## config.mk

```make
export PLATFORM = sky130hd
export DESIGN_NAME = poisson_sampler_lcg48_streams_flat
export DESIGN_NICKNAME = d
export VERILOG_FILES = /design/src/hw/rtl/psl_pkg.sv /design/src/hw/rtl/psl_if.sv /design/src/hw/rtl/poisson_sampler_lcg48_streams.sv /design/src/hw/rtl/psl_stream_mem.sv /design/src/hw/rtl/psl_lcg.sv /design/src/hw/rtl/psl_fixmul.sv /design/src/flat_wrapper.sv
export SDC_FILE = /design/constraint.sdc
export NUM_CORES = 2
export LEC_CHECK = 0
export ABC_AREA = 1
export BUFFER_PORTS_ARGS = -buffer_cell sky130_fd_sc_hd__buf_2
export CAP_MARGIN = 40
export CELL_PAD_IN_SITES_DETAIL_PLACEMENT = 1
export CELL_PAD_IN_SITES_GLOBAL_PLACEMENT = 1
export CORE_AREA = 2 2 389 391
export CTS_BUF_LIST = sky130_fd_sc_hd__clkbuf_4 sky130_fd_sc_hd__clkbuf_8
export CTS_CLUSTER_DIAMETER = 50
export DETAILED_ROUTE_END_ITERATION = 7
export DIE_AREA = 0 0 391 393
export PLACE_DENSITY = 0.88
export REMOVE_ABC_BUFFERS = 1
export SLEW_MARGIN = 20
export SYNTH_ARGS = -nofsm -noshare
export SYNTH_HDL_FRONTEND = slang
export SYNTH_SLANG_ARGS = --single-unit
export TNS_END_PERCENT = 100
```

## constraint.sdc

```tcl
create_clock -name clk -period 8.5 [get_ports clk]
set_input_delay 0.425 -clock clk [delete_from_list [all_inputs] [get_ports clk]]
set_output_delay 0.425 -clock clk [all_outputs]
set_load 0.005 [all_outputs]
```

## src/hw/rtl/psl_pkg.sv

```systemverilog
// Shared types and constants of the Poisson sampler.
package psl_pkg;

    localparam int SEED_W     = 48;
    localparam int CFG_DATA_W = 48;
    localparam int MSEED_W    = 32;
    localparam int COUNT_W    = 10;
    localparam int STREAM_W   = 3;

    localparam logic [31:0]         LCG_MUL_LO       = 32'hDEEC_E66D;
    localparam logic [2:0]          LCG_MUL_HI       = 3'h5;
    localparam logic [SEED_W-1:0]   LCG_ADD          = 48'hB;
    localparam logic [15:0]         SEED_LOW         = 16'h330E;
    localparam int                  WORDS_PER_STREAM = 3;
    localparam logic [MSEED_W-1:0]  MASTER_SEED_RST  = 32'd39362;
    localparam logic [SEED_W-1:0]   THRESHOLD_RST    = 48'h8000_0000_0000;

    typedef enum logic {
        ACT_INIT = 1'b0,
        ACT_DRAW = 1'b1
    } action_t;

    typedef enum logic [0:0] {
        REG_MASTER_SEED = 1'b0,
        REG_THRESHOLD   = 1'b1
    } cfg_index_t;

    typedef logic [STREAM_W-1:0] stream_t;
    typedef logic [COUNT_W-1:0]  count_t;
    typedef logic [SEED_W-1:0]   seed_t;

endpackage

```

## src/hw/rtl/psl_if.sv

```systemverilog
// Request and result channel interfaces of the Poisson sampler.
interface psl_in_if;
    import psl_pkg::*;

    logic    valid;
    logic    ready;
    action_t action;
    stream_t stream;

    modport source (output valid, output action, output stream, input ready);
    modport sink   (input valid, input action, input stream, output ready);
endinterface

interface psl_out_if;
    import psl_pkg::*;

    logic   valid;
    logic   ready;
    count_t count;
    logic   saturated;

    modport source (output valid, output count, output saturated, input ready);
    modport sink   (input valid, input count, input saturated, output ready);
endinterface

```

## src/hw/rtl/poisson_sampler_lcg48_streams.sv

```systemverilog
// Poisson count sampler over drand48 streams kept in a state memory.
//
//  channel | dir | payload                 | handshake
//  req     | in  | action, stream          | valid/ready
//  rsp     | out | count, saturated        | valid/ready
//  cfg     | in  | cfg_index, cfg_wdata    | cfg_we, no wait
//
// A draw runs generator steps, products in the iterative 24x24 multiplier
// and threshold compares; a zero state is skipped with an extra generator
// step. An init runs WORDS_PER_STREAM generator steps for each stream.
// One item is in work at a time; a new request is taken while a result
// still waits in the output register. Reset clears all stream states to zero.
module poisson_sampler_lcg48_streams #(
    parameter int NUM_STREAMS = 8,
    parameter int MAX_COUNT   = 1023
) (
    input  logic                           clk,
    input  logic                           rst_n,
    psl_in_if.sink                         req,
    psl_out_if.source                      rsp,
    input  logic                           cfg_we,
    input  psl_pkg::cfg_index_t            cfg_index,
    input  logic [psl_pkg::CFG_DATA_W-1:0] cfg_wdata
);
    import psl_pkg::*;

    localparam int SW = (NUM_STREAMS > 1) ? $clog2(NUM_STREAMS) : 1;
    localparam int CW = (MAX_COUNT > 1) ? $clog2(MAX_COUNT + 1) : 1;

    typedef enum logic [6:0] {
        S_IDLE  = 7'b0000001,
        S_READ  = 7'b0000010,
        S_LOAD  = 7'b0000100,
        S_LCG   = 7'b0001000,
        S_MUL   = 7'b0010000,
        S_CHECK = 7'b0100000,
        S_DONE  = 7'b1000000
    } state_t;

    state_t               state_reg, state_next;
    action_t              action_reg, action_next;
    logic [SW-1:0]        idx_reg, idx_next;
    seed_t                x_reg, x_next;
    seed_t                p_reg, p_next;
    logic [CW-1:0]        k_reg, k_next;
    logic                 sat_reg, sat_next;
    logic                 first_reg, first_next;
    logic [SW-1:0]        sidx_reg, sidx_next;
    logic [1:0]           word_reg, word_next;
    logic [31:0]          seed_acc_reg, seed_acc_next;
    logic                 lcg_start_reg, lcg_start_next;
    logic                 mul_start_reg, mul_start_next;
    logic                 out_valid_reg, out_valid_next;
    count_t               out_count_reg, out_count_next;
    logic                 out_sat_reg, out_sat_next;
    logic [MSEED_W-1:0]   master_seed_reg;
    seed_t                threshold_reg;

    stream_t              red;
    logic [SW-1:0]        stream_idx;
    logic                 mem_we;
    logic [SW-1:0]        mem_waddr;
    seed_t                mem_wdata;
    seed_t                mem_rdata;
    logic                 lcg_done;
    seed_t                lcg_y;
    logic                 mul_done;
    seed_t                mul_prod;

    psl_stream_mem #(
        .DEPTH (NUM_STREAMS),
        .AW    (SW)
    ) u_mem (
        .clk   (clk),
        .rst_n (rst_n),
        .we    (mem_we),
        .waddr (mem_waddr),
        .wdata (mem_wdata),
        .raddr (idx_reg),
        .rdata (mem_rdata)
    );

    psl_lcg u_lcg (
        .clk   (clk),
        .rst_n (rst_n),
        .start (lcg_start_reg),
        .x     (x_reg),
        .done  (lcg_done),
        .y     (lcg_y)
    );

    psl_fixmul u_mul (
        .clk   (clk),
        .rst_n (rst_n),
        .start (mul_start_reg),
        .a     (p_reg),
        .b     (x_reg),
        .done  (mul_done),
        .prod  (mul_prod)
    );

    // Stream index modulo the stream count, by repeated subtraction.
    always_comb
    begin
        red = req.stream;
        for (int i = 0; i < 7; i++)
        begin
            if (int'(red) >= NUM_STREAMS)
            begin
                red = red - 3'(NUM_STREAMS);
            end
        end
    end

    assign stream_idx = SW'(red);

    always_comb
    begin
        state_next     = state_reg;
        action_next    = action_reg;
        idx_next       = idx_reg;
        x_next         = x_reg;
        p_next         = p_reg;
        k_next         = k_reg;
        sat_next       = sat_reg;
        first_next     = first_reg;
        sidx_next      = sidx_reg;
        word_next      = word_reg;
        seed_acc_next  = seed_acc_reg;
        lcg_start_next = 1'b0;
        mul_start_next = 1'b0;
        out_valid_next = out_valid_reg && !rsp.ready;
        out_count_next = out_count_reg;
        out_sat_next   = out_sat_reg;
        mem_we         = 1'b0;
        mem_waddr      = idx_reg;
        mem_wdata      = x_reg;

        unique case (state_reg)
            S_IDLE:
            begin
                if (req.valid)
                begin
                    action_next = req.action;
                    idx_next    = stream_idx;
                    k_next      = '0;
                    sat_next    = 1'b0;
                    first_next  = 1'b1;
                    if (req.action == ACT_INIT)
                    begin
                        x_next         = {master_seed_reg, SEED_LOW};
                        sidx_next      = '0;
                        word_next      = '0;
                        lcg_start_next = 1'b1;
                        state_next     = S_LCG;
                    end
                    else
                    begin
                        state_next = S_READ;
                    end
                end
            end
            S_READ:
            begin
                state_next = S_LOAD;
            end
            S_LOAD:
            begin
                x_next         = mem_rdata;
                lcg_start_next = 1'b1;
                state_next     = S_LCG;
            end
            S_LCG:
            begin
                if (lcg_done)
                begin
                    x_next = lcg_y;
                    if (action_reg == ACT_DRAW)
                    begin
                        if (lcg_y == '0)
                        begin
                            // skip a zero state
                            lcg_start_next = 1'b1;
                        end
                        else if (first_reg)
                        begin
                            p_next     = lcg_y;
                            first_next = 1'b0;
                            state_next = S_CHECK;
                        end
                        else
                        begin
                            mul_start_next = 1'b1;
                            state_next     = S_MUL;
                        end
                    end
                    else if (word_reg == 2'(WORDS_PER_STREAM - 1))
                    begin
                        mem_we    = 1'b1;
                        mem_waddr = sidx_reg;
                        mem_wdata = {lcg_y[32:17], seed_acc_reg};
                        if (sidx_reg == SW'(NUM_STREAMS - 1))
                        begin
                            state_next = S_DONE;
                        end
                        else
                        begin
                            sidx_next      = sidx_reg + 1'b1;
                            word_next      = '0;
                            lcg_start_next = 1'b1;
                        end
                    end
                    else
                    begin
                        if (word_reg == '0)
                        begin
                            seed_acc_next[15:0] = lcg_y[32:17];
                        end
                        else
                        begin
                            seed_acc_next[31:16] = lcg_y[32:17];
                        end
                        word_next      = word_reg + 2'd1;
                        lcg_start_next = 1'b1;
                    end
                end
            end
            S_MUL:
            begin
                if (mul_done)
                begin
                    p_next     = mul_prod;
                    state_next = S_CHECK;
                end
            end
            S_CHECK:
            begin
                if (p_reg <= threshold_reg)
                begin
                    mem_we     = 1'b1;
                    state_next = S_DONE;
                end
                else if (k_reg >= CW'(MAX_COUNT))
                begin
                    sat_next   = 1'b1;
                    mem_we     = 1'b1;
                    state_next = S_DONE;
                end
                else
                begin
                    k_next         = k_reg + 1'b1;
                    lcg_start_next = 1'b1;
                    state_next     = S_LCG;
                end
            end
            S_DONE:
            begin
                // hold until the output register is free
                if (!out_valid_reg || rsp.ready)
                begin
                    out_valid_next = 1'b1;
                    out_count_next = COUNT_W'(k_reg);
                    out_sat_next   = sat_reg;
                    state_next     = S_IDLE;
                end
            end
            default:
            begin
                state_next = S_IDLE;
            end
        endcase
    end

    always_ff @(posedge clk or negedge rst_n)
    begin
        if (!rst_n)
        begin
            state_reg       <= S_IDLE;
            lcg_start_reg   <= 1'b0;
            mul_start_reg   <= 1'b0;
            out_valid_reg   <= 1'b0;
            master_seed_reg <= MASTER_SEED_RST;
            threshold_reg   <= THRESHOLD_RST;
        end
        else
        begin
            state_reg     <= state_next;
            lcg_start_reg <= lcg_start_next;
            mul_start_reg <= mul_start_next;
            out_valid_reg <= out_valid_next;
            if (cfg_we)
            begin
                unique case (cfg_index)
                    REG_MASTER_SEED: master_seed_reg <= cfg_wdata[MSEED_W-1:0];
                    REG_THRESHOLD:   threshold_reg   <= cfg_wdata[SEED_W-1:0];
                endcase
            end
        end
    end

    always_ff @(posedge clk)
    begin
        action_reg    <= action_next;
        idx_reg       <= idx_next;
        x_reg         <= x_next;
        p_reg         <= p_next;
        k_reg         <= k_next;
        sat_reg       <= sat_next;
        first_reg     <= first_next;
        sidx_reg      <= sidx_next;
        word_reg      <= word_next;
        seed_acc_reg  <= seed_acc_next;
        out_count_reg <= out_count_next;
        out_sat_reg   <= out_sat_next;
    end

    assign req.ready     = (state_reg == S_IDLE);
    assign rsp.valid     = out_valid_reg;
    assign rsp.count     = out_count_reg;
    assign rsp.saturated = out_sat_reg;

endmodule

```

## src/hw/rtl/psl_stream_mem.sv

```systemverilog
// Stream state memory: one write port, one registered read port, valid bits per entry.
module psl_stream_mem #(
    parameter int DEPTH = 8,
    parameter int AW    = 3
) (
    input  logic                        clk,
    input  logic                        rst_n,
    input  logic                        we,
    input  logic [AW-1:0]               waddr,
    input  logic [psl_pkg::SEED_W-1:0]  wdata,
    input  logic [AW-1:0]               raddr,
    output logic [psl_pkg::SEED_W-1:0]  rdata
);
    import psl_pkg::*;

    seed_t            mem_reg [DEPTH];
    seed_t            rd_data_reg;
    logic [DEPTH-1:0] valid_reg;
    logic             rd_valid_reg;

    always_ff @(posedge clk)
    begin
        if (we)
        begin
            mem_reg[waddr] <= wdata;
        end
        rd_data_reg <= mem_reg[raddr];
    end

    always_ff @(posedge clk or negedge rst_n)
    begin
        if (!rst_n)
        begin
            valid_reg    <= '0;
            rd_valid_reg <= 1'b0;
        end
        else
        begin
            if (we)
            begin
                valid_reg[waddr] <= 1'b1;
            end
            rd_valid_reg <= valid_reg[raddr];
        end
    end

    // An entry never written reads as zero.
    assign rdata = rd_valid_reg ? rd_data_reg : '0;

endmodule

```

## src/hw/rtl/psl_lcg.sv

```systemverilog
// One step of the 48-bit drand48 recurrence, with the products registered on start.
module psl_lcg (
    input  logic                        clk,
    input  logic                        rst_n,
    input  logic                        start,
    input  logic [psl_pkg::SEED_W-1:0]  x,
    output logic                        done,
    output logic [psl_pkg::SEED_W-1:0]  y
);
    import psl_pkg::*;

    logic [63:0] lo_full;
    logic [31:0] hi_a;
    logic [18:0] hi_b;
    logic [15:0] hi_sum;
    seed_t       lo_reg;
    logic [15:0] hi_reg;
    logic        busy_reg;

    // Low product in full, upper cross terms only modulo 2^16.
    assign lo_full = 64'(LCG_MUL_LO) * 64'(x[31:0]);
    assign hi_a    = 32'(LCG_MUL_LO[15:0]) * 32'(x[47:32]);
    assign hi_b    = 19'(LCG_MUL_HI) * 19'(x[15:0]);
    assign hi_sum  = hi_a[15:0] + hi_b[15:0];

    always_ff @(posedge clk)
    begin
        if (start)
        begin
            lo_reg <= lo_full[47:0];
            hi_reg <= hi_sum;
        end
    end

    always_ff @(posedge clk or negedge rst_n)
    begin
        if (!rst_n)
        begin
            busy_reg <= 1'b0;
        end
        else
        begin
            busy_reg <= start;
        end
    end

    assign done = busy_reg;
    assign y    = lo_reg + {hi_reg, 32'h0} + LCG_ADD;

endmodule

```

## src/hw/rtl/psl_fixmul.sv

```systemverilog
// Iterative 0.48 x 0.48 fixed-point product, one 24x24 partial product per cycle.
module psl_fixmul (
    input  logic                        clk,
    input  logic                        rst_n,
    input  logic                        start,
    input  logic [psl_pkg::SEED_W-1:0]  a,
    input  logic [psl_pkg::SEED_W-1:0]  b,
    output logic                        done,
    output logic [psl_pkg::SEED_W-1:0]  prod
);
    import psl_pkg::*;

    localparam logic [2:0] PH_FIRST = 3'd0;
    localparam logic [2:0] PH_LOW   = 3'd1;
    localparam logic [2:0] PH_LAST  = 3'd4;

    logic [2:0]  phase_reg;
    logic        busy_reg;
    logic [23:0] ma;
    logic [23:0] mb;
    logic [47:0] mult;
    logic [47:0] pp_reg;
    logic [49:0] acc_reg;

    // Operands hold while busy; phase bits pick the halves.
    assign ma   = phase_reg[0] ? a[47:24] : a[23:0];
    assign mb   = phase_reg[1] ? b[47:24] : b[23:0];
    assign mult = 48'(ma) * 48'(mb);

    always_ff @(posedge clk or negedge rst_n)
    begin
        if (!rst_n)
        begin
            busy_reg  <= 1'b0;
            phase_reg <= PH_FIRST;
        end
        else if (start)
        begin
            busy_reg  <= 1'b1;
            phase_reg <= PH_FIRST;
        end
        else if (busy_reg)
        begin
            if (phase_reg == PH_LAST)
            begin
                busy_reg <= 1'b0;
            end
            phase_reg <= phase_reg + 3'd1;
        end
    end

    always_ff @(posedge clk)
    begin
        if (busy_reg && phase_reg != PH_LAST)
        begin
            pp_reg <= mult;
            if (phase_reg == PH_LOW)
            begin
                acc_reg <= 50'(pp_reg >> 24);
            end
            else if (phase_reg != PH_FIRST)
            begin
                acc_reg <= acc_reg + 50'(pp_reg);
            end
        end
    end

    assign done = busy_reg && (phase_reg == PH_LAST);
    assign prod = pp_reg + 48'(acc_reg >> 24);

endmodule

```

## src/flat_wrapper.sv

```systemverilog
// flat-port wrapper written by rule: the top's interface ports become plain ports
module poisson_sampler_lcg48_streams_flat import psl_pkg::*;
#(
    parameter int NUM_STREAMS = 8,
    parameter int MAX_COUNT   = 1023
)
  (clk, rst_n, cfg_we, cfg_index, cfg_wdata, req_valid, req_action, req_stream, req_ready, rsp_valid, rsp_count, rsp_saturated, rsp_ready);
  psl_in_if req_i ();
  psl_out_if rsp_i ();
  input  logic clk;
  input  logic rst_n;
  input  logic cfg_we;
  input  psl_pkg::cfg_index_t cfg_index;
  input  logic [psl_pkg::CFG_DATA_W-1:0] cfg_wdata;
  input wire logic [$bits(req_i.valid)-1:0] req_valid;
  input wire logic [$bits(req_i.action)-1:0] req_action;
  input wire logic [$bits(req_i.stream)-1:0] req_stream;
  output wire logic [$bits(req_i.ready)-1:0] req_ready;
  output wire logic [$bits(rsp_i.valid)-1:0] rsp_valid;
  output wire logic [$bits(rsp_i.count)-1:0] rsp_count;
  output wire logic [$bits(rsp_i.saturated)-1:0] rsp_saturated;
  input wire logic [$bits(rsp_i.ready)-1:0] rsp_ready;
  assign req_i.valid = req_valid;
  assign req_i.action = req_action;
  assign req_i.stream = req_stream;
  assign req_ready = req_i.ready;
  assign rsp_valid = rsp_i.valid;
  assign rsp_count = rsp_i.count;
  assign rsp_saturated = rsp_i.saturated;
  assign rsp_i.ready = rsp_ready;
  poisson_sampler_lcg48_streams #(.NUM_STREAMS(NUM_STREAMS), .MAX_COUNT(MAX_COUNT)) u_core (.clk(clk), .rst_n(rst_n), .req(req_i), .rsp(rsp_i), .cfg_we(cfg_we), .cfg_index(cfg_index), .cfg_wdata(cfg_wdata));
endmodule
```

==> impl_summary.md <==
Global routing
Entering global routing, the biggest net connects 95 pins. The number of global-route vias before repair is 70900. The first-pass GRT wire length is 469.1 mm.

The initial antenna violation count is 14. Global routing finished with a remaining overflow of 0. The all-layer global routing usage is 42.27%.

Timing
Hold is met by 0.08344 ns. The hold violation count in the final report is 0. Static timing analysis puts the maximum clock frequency at 119.3 MHz. The number of setup violations in the final report is 0. The number of max-slew violations in the final report is 0. The final critical path takes up 98.64% of the cycle. After layout, the minimum clock period comes to 8.384 ns. At the pin with the least slew margin, the transition time is 0.9627 ns.

The worst pin sits at a relative slew slack of 35.36%. Setup repair after global routing could not meet its margin everywhere. The clock arrives with 0.1011 ns of skew.

Power
Of the total power, the clock network draws 47.8%. The worst voltage drop across the vdd grid is 0.0002347 V. In this run the static leakage power is 40.43 nW.

Of the total power, the share spent switching nets is 24.74%. The power spent charging and discharging nets is 0.002295 W. The combinational fraction of design power is 2.8%. Sequential cells burn 49.4% of the power. The internal power contribution is 0.006984 W. The power density of the placed cells is 106.9 nW/um^2.

Run status
The run finished with clean final reports.

Worst setup path
For the worst setup path, the data required time is 9.21 ns. The nature of the critical path startpoint is a flop. The critical-path maximum fanout is 15. The type of destination of the critical path is a flop. Data arrives at the worst endpoint at 9.09 ns. The type of the worst setup path is reg2reg.

Job
The count of max-cap constraint violations is 0.

Clocking
The number of levels in the clock H-tree is 4. The clock tree from TritonCTS is yes. Clock-pin slew was measured on the worst setup and hold paths at 0.06 ns. Clock latency on the worst-skew pair, taken at its later pin, is 0.94 ns.

The number of clock sinks is 858. The cell at the root of the clock tree is sky130_fd_sc_hd__clkbuf_8. The number of CTS-inserted buffers is 154.

The worst-case clock buffer depth is 3.

Layout
The register with the most flip-flops in the layout has 384 of them. The post-route netlist has 8.041% of its cells at a drive strength greater than 1. After the last flow step, the layout net total stands at 10420. Leaving out fill and tap cells, the most frequent cells in the layout are 1807 x sky130_fd_sc_hd__inv_1, 1082 x sky130_fd_sc_hd__nand2_1, 992 x sky130_fd_sc_hd__nor2_1, 960 x sky130_fd_sc_hd__fa_1, 706 x sky130_fd_sc_hd__edfxtp_1. The utilization after layout is 58.14%. Fill cells in the final layout number 16930.

The library cell used most frequently in the layout, excluding fill and tap cells, is sky130_fd_sc_hd__inv_1. From synthesis to final layout, the design area changed by 10.04%.

Floorplan
The initial core utilization is 52.83%. After floorplanning, the core was divided into 142 placement rows. The total I/O pin count is 71. The floorplan step set the die width to 391 um.

The die covers 153700 um^2. The overall die height is 393 um. The area of the core is 149200 um^2.

Routing
In this run the remaining antenna-violating nets after routing total 0. The final wirelength is 321.6 mm. In the routed layout, each cell is associated on average with a via count of 6.117.

The total iterations of the first detailed-routing run is 6. The final routed DRC violation total is 0. In this run, the number of DRC markers left after iteration 0 of detailed routing was 7838. The vias after detailed routing is 66230. After detailed routing, the average wire length per cell comes to 29.71 um.

Worst hold path
The kind of path behind the tightest hold check is in2reg.

Synthesis
The sequential element share of the synthesized area is 31.42%. The synthesized design contains 858 register bits. The synthesized netlist devotes 8.490% of its cell area to compound gates. The post-synth design cell area is 78850 um^2. Yosys mapped the design onto 66 distinct sky130hd cell types. For this run, asynchronously set or reset flops after synthesis account for 12.12%.

Multiplexer cells account for 0.1016% of the synthesized area. The most used flip-flop cell after synthesis is sky130_fd_sc_hd__edfxtp_1. The synthesized netlist cell count is 8471. Of the total synthesized cell area, the portion taken by XOR and XNOR cells is 2.085%.

After synthesis, the largest family of logic cells by area is adder cells. The number of warning messages in the yosys log is 0. The mean post-synth cell area is 9.308 um^2.

After Yosys synthesis, and, or, nand and nor cells account for 13.09% of the synthesized area. The number of enable-type register cells in the synthesized netlist is 706. The area share of fa/ha/maj cells after synthesis is 34.99%.

Placement
The detailed placer's ending HPWL is 252.1 mm. The count of buffers added on input and output ports is 70. The congestion estimate from routability-driven global placement came to 1.077.
## cell usage after synthesis, drive strengths merged (3+ instances only)
cell | instances | share of area, %
mux2i | 8 | 0.10
edfxtp | 706 | 27
a221oi | 4 | 0.044
xnor2 | 78 | 0.88
nor4 | 20 | 0.19
a21boi | 11 | 0.10
nor3b | 3 | 0.029
o22ai | 57 | 0.45
clkinv | 10 | 0.048
nand2 | 1098 | 5.3
nand3b | 10 | 0.095
a211oi | 3 | 0.029
buf | 19 | 0.10
o2111ai | 3 | 0.033
a21oi | 332 | 2.1
nor2 | 1020 | 5.0
o21a | 20 | 0.19
o211ai | 44 | 0.42
a31oi | 95 | 0.75
or2 | 58 | 0.46
nand4 | 46 | 0.38
o21bai | 17 | 0.16
a21o | 20 | 0.19
dfrtp | 95 | 3.0
nor3 | 55 | 0.36
xor2 | 108 | 1.2
dfxtp | 48 | 1.2
and3 | 8 | 0.063
inv | 1825 | 8.7
ha | 669 | 11
o221ai | 8 | 0.089
nand3 | 190 | 1.2
fa | 960 | 24
o31ai | 3 | 0.029
o21ai | 587 | 3.7
a22oi | 8 | 0.076
dfstp | 9 | 0.30
clkbuf | 207 | 0.99
## power groups by stage
stage                     Clock (W)  Combinational [W]  Sequential (W)
after global placement            0           0.000208         0.00466
final                       0.00443           0.000264         0.00458
after CTS                   0.00441           0.000249         0.00458
after detailed placement          0           0.000227         0.00466
after floorplan                   0           0.000116         0.00465
after global routing        0.00461           0.000282         0.00458
## layer usage
| metal | track usage [%] | vias up | share of wire (%) |
|---|---|---|---|
| met5 | 0 | - | 0.018 |
| met4 | 20.41 | 8 | 5.8 |
| met3 | 12.76 | 906 | 13 |
| met2 | 62.77 | 4175 | 43 |
| met1 | 56.63 | 33720 | 39 |
| li1 | - | 27420 | - |
## worst max-delay path, cell delays in order (launching register included)
cell and delay [ns]:
sky130_fd_sc_hd__dfrtp_1 0.40, sky130_fd_sc_hd__inv_1 0.31, sky130_fd_sc_hd__or2_2 0.20, sky130_fd_sc_hd__o21ai_0 0.16, sky130_fd_sc_hd__buf_4 0.24, sky130_fd_sc_hd__inv_1 0.31, sky130_fd_sc_hd__buf_4 0.22, sky130_fd_sc_hd__buf_4 0.20
sky130_fd_sc_hd__nand2_1 0.10, sky130_fd_sc_hd__fa_1 0.60, sky130_fd_sc_hd__fa_1 0.48, sky130_fd_sc_hd__fa_1 0.59, sky130_fd_sc_hd__inv_1 0.07, sky130_fd_sc_hd__fa_1 0.50, sky130_fd_sc_hd__inv_1 0.06, sky130_fd_sc_hd__fa_1 0.47
sky130_fd_sc_hd__inv_1 0.06, sky130_fd_sc_hd__fa_1 0.67, sky130_fd_sc_hd__ha_1 0.32, sky130_fd_sc_hd__ha_1 0.42, sky130_fd_sc_hd__nand2_1 0.15, sky130_fd_sc_hd__nor2_1 0.16, sky130_fd_sc_hd__inv_1 0.08, sky130_fd_sc_hd__nor4_1 0.50
sky130_fd_sc_hd__or3b_2 0.53, sky130_fd_sc_hd__nand3_1 0.15, sky130_fd_sc_hd__xor2_1 0.24
## cells by family after synthesis
| logic type | count (synthesis) |
|---|---|
| xor gates and xnor gates | 186 |
| AOI/OAI and AO/OA | 1218 |
| and+or+nand+nor | 2511 |
| muxes | 8 |
| DFF | 858 |
| adders and majority gates | 1629 |
| buffers and inverters | 2061 |
## worst paths after layout
| kind | slack [ns] | startpoint | to | depth (start not counted) |
|---|---|---|---|---|
| worst max-delay path | 0.12 | u_core.u_mul.phase_reg[1] | u_core.u_mul.pp_reg[46] | 26 |
| worst min-delay path | 0.08 | cfg_wdata[12] | u_core.threshold_reg[12] | 3 |
| worst max register to register | 0.12 | u_core.u_mul.phase_reg[1] | u_core.u_mul.pp_reg[46] | 26 |
| worst min register to register | 0.42 | u_core.sat_reg | u_core.rsp.saturated | 0 |
| max in group asynchronous | 7.38 | rst_n | u_core.u_mem.rd_valid_reg | 5 |
| min in group asynchronous | 0.15 | rst_n | u_core.rsp.valid | 3 |
## timing repair
action	in CTS	in global routing
setup endpoints to repair	0	7
hold buffers	45	0
endpoints found under the hold margin	104	0
resized for setup	0	8
setup buffers	0	10
## stage by stage
step	cell area, um^2	power [W]	instances	worst slack [ns]	TNS (ns)
6_report	86770	0.009279	10830	0.1157	0
5_1_grt	86730	0.009469	10810	-0.01102	-0.01102
4_1_cts	86460	0.009235	10790	0.2371	0
3_5_place_dp	82580	0.004892	10460	0.2963	0
3_3_place_gp	82320	0.004868	10440	0.3454	0
2_1_floorplan	77990	0.004768	8245	-1.037	-210.26
## cell type report
| class | count | area, um^2 | share of cell area (%) |
|---|---|---|---|
| Timing Repair Buffer | 334 | 2688 | 3.097 |
| Inverter | 1835 | 6915 | 7.970 |
| Clock inverter | 74 | 804.5 | 0.9272 |
| Tap cell | 1944 | 2432 | 2.803 |
| Sequential cell | 858 | 24780 | 28.56 |
| Antenna cell | 15 | 37.54 | 0.04326 |
| Clock buffer | 214 | 2626 | 3.027 |
| Multi-Input combinational cell | 5552 | 46490 | 53.58 |
Note: power is estimated with default switching activity, not from simulation.
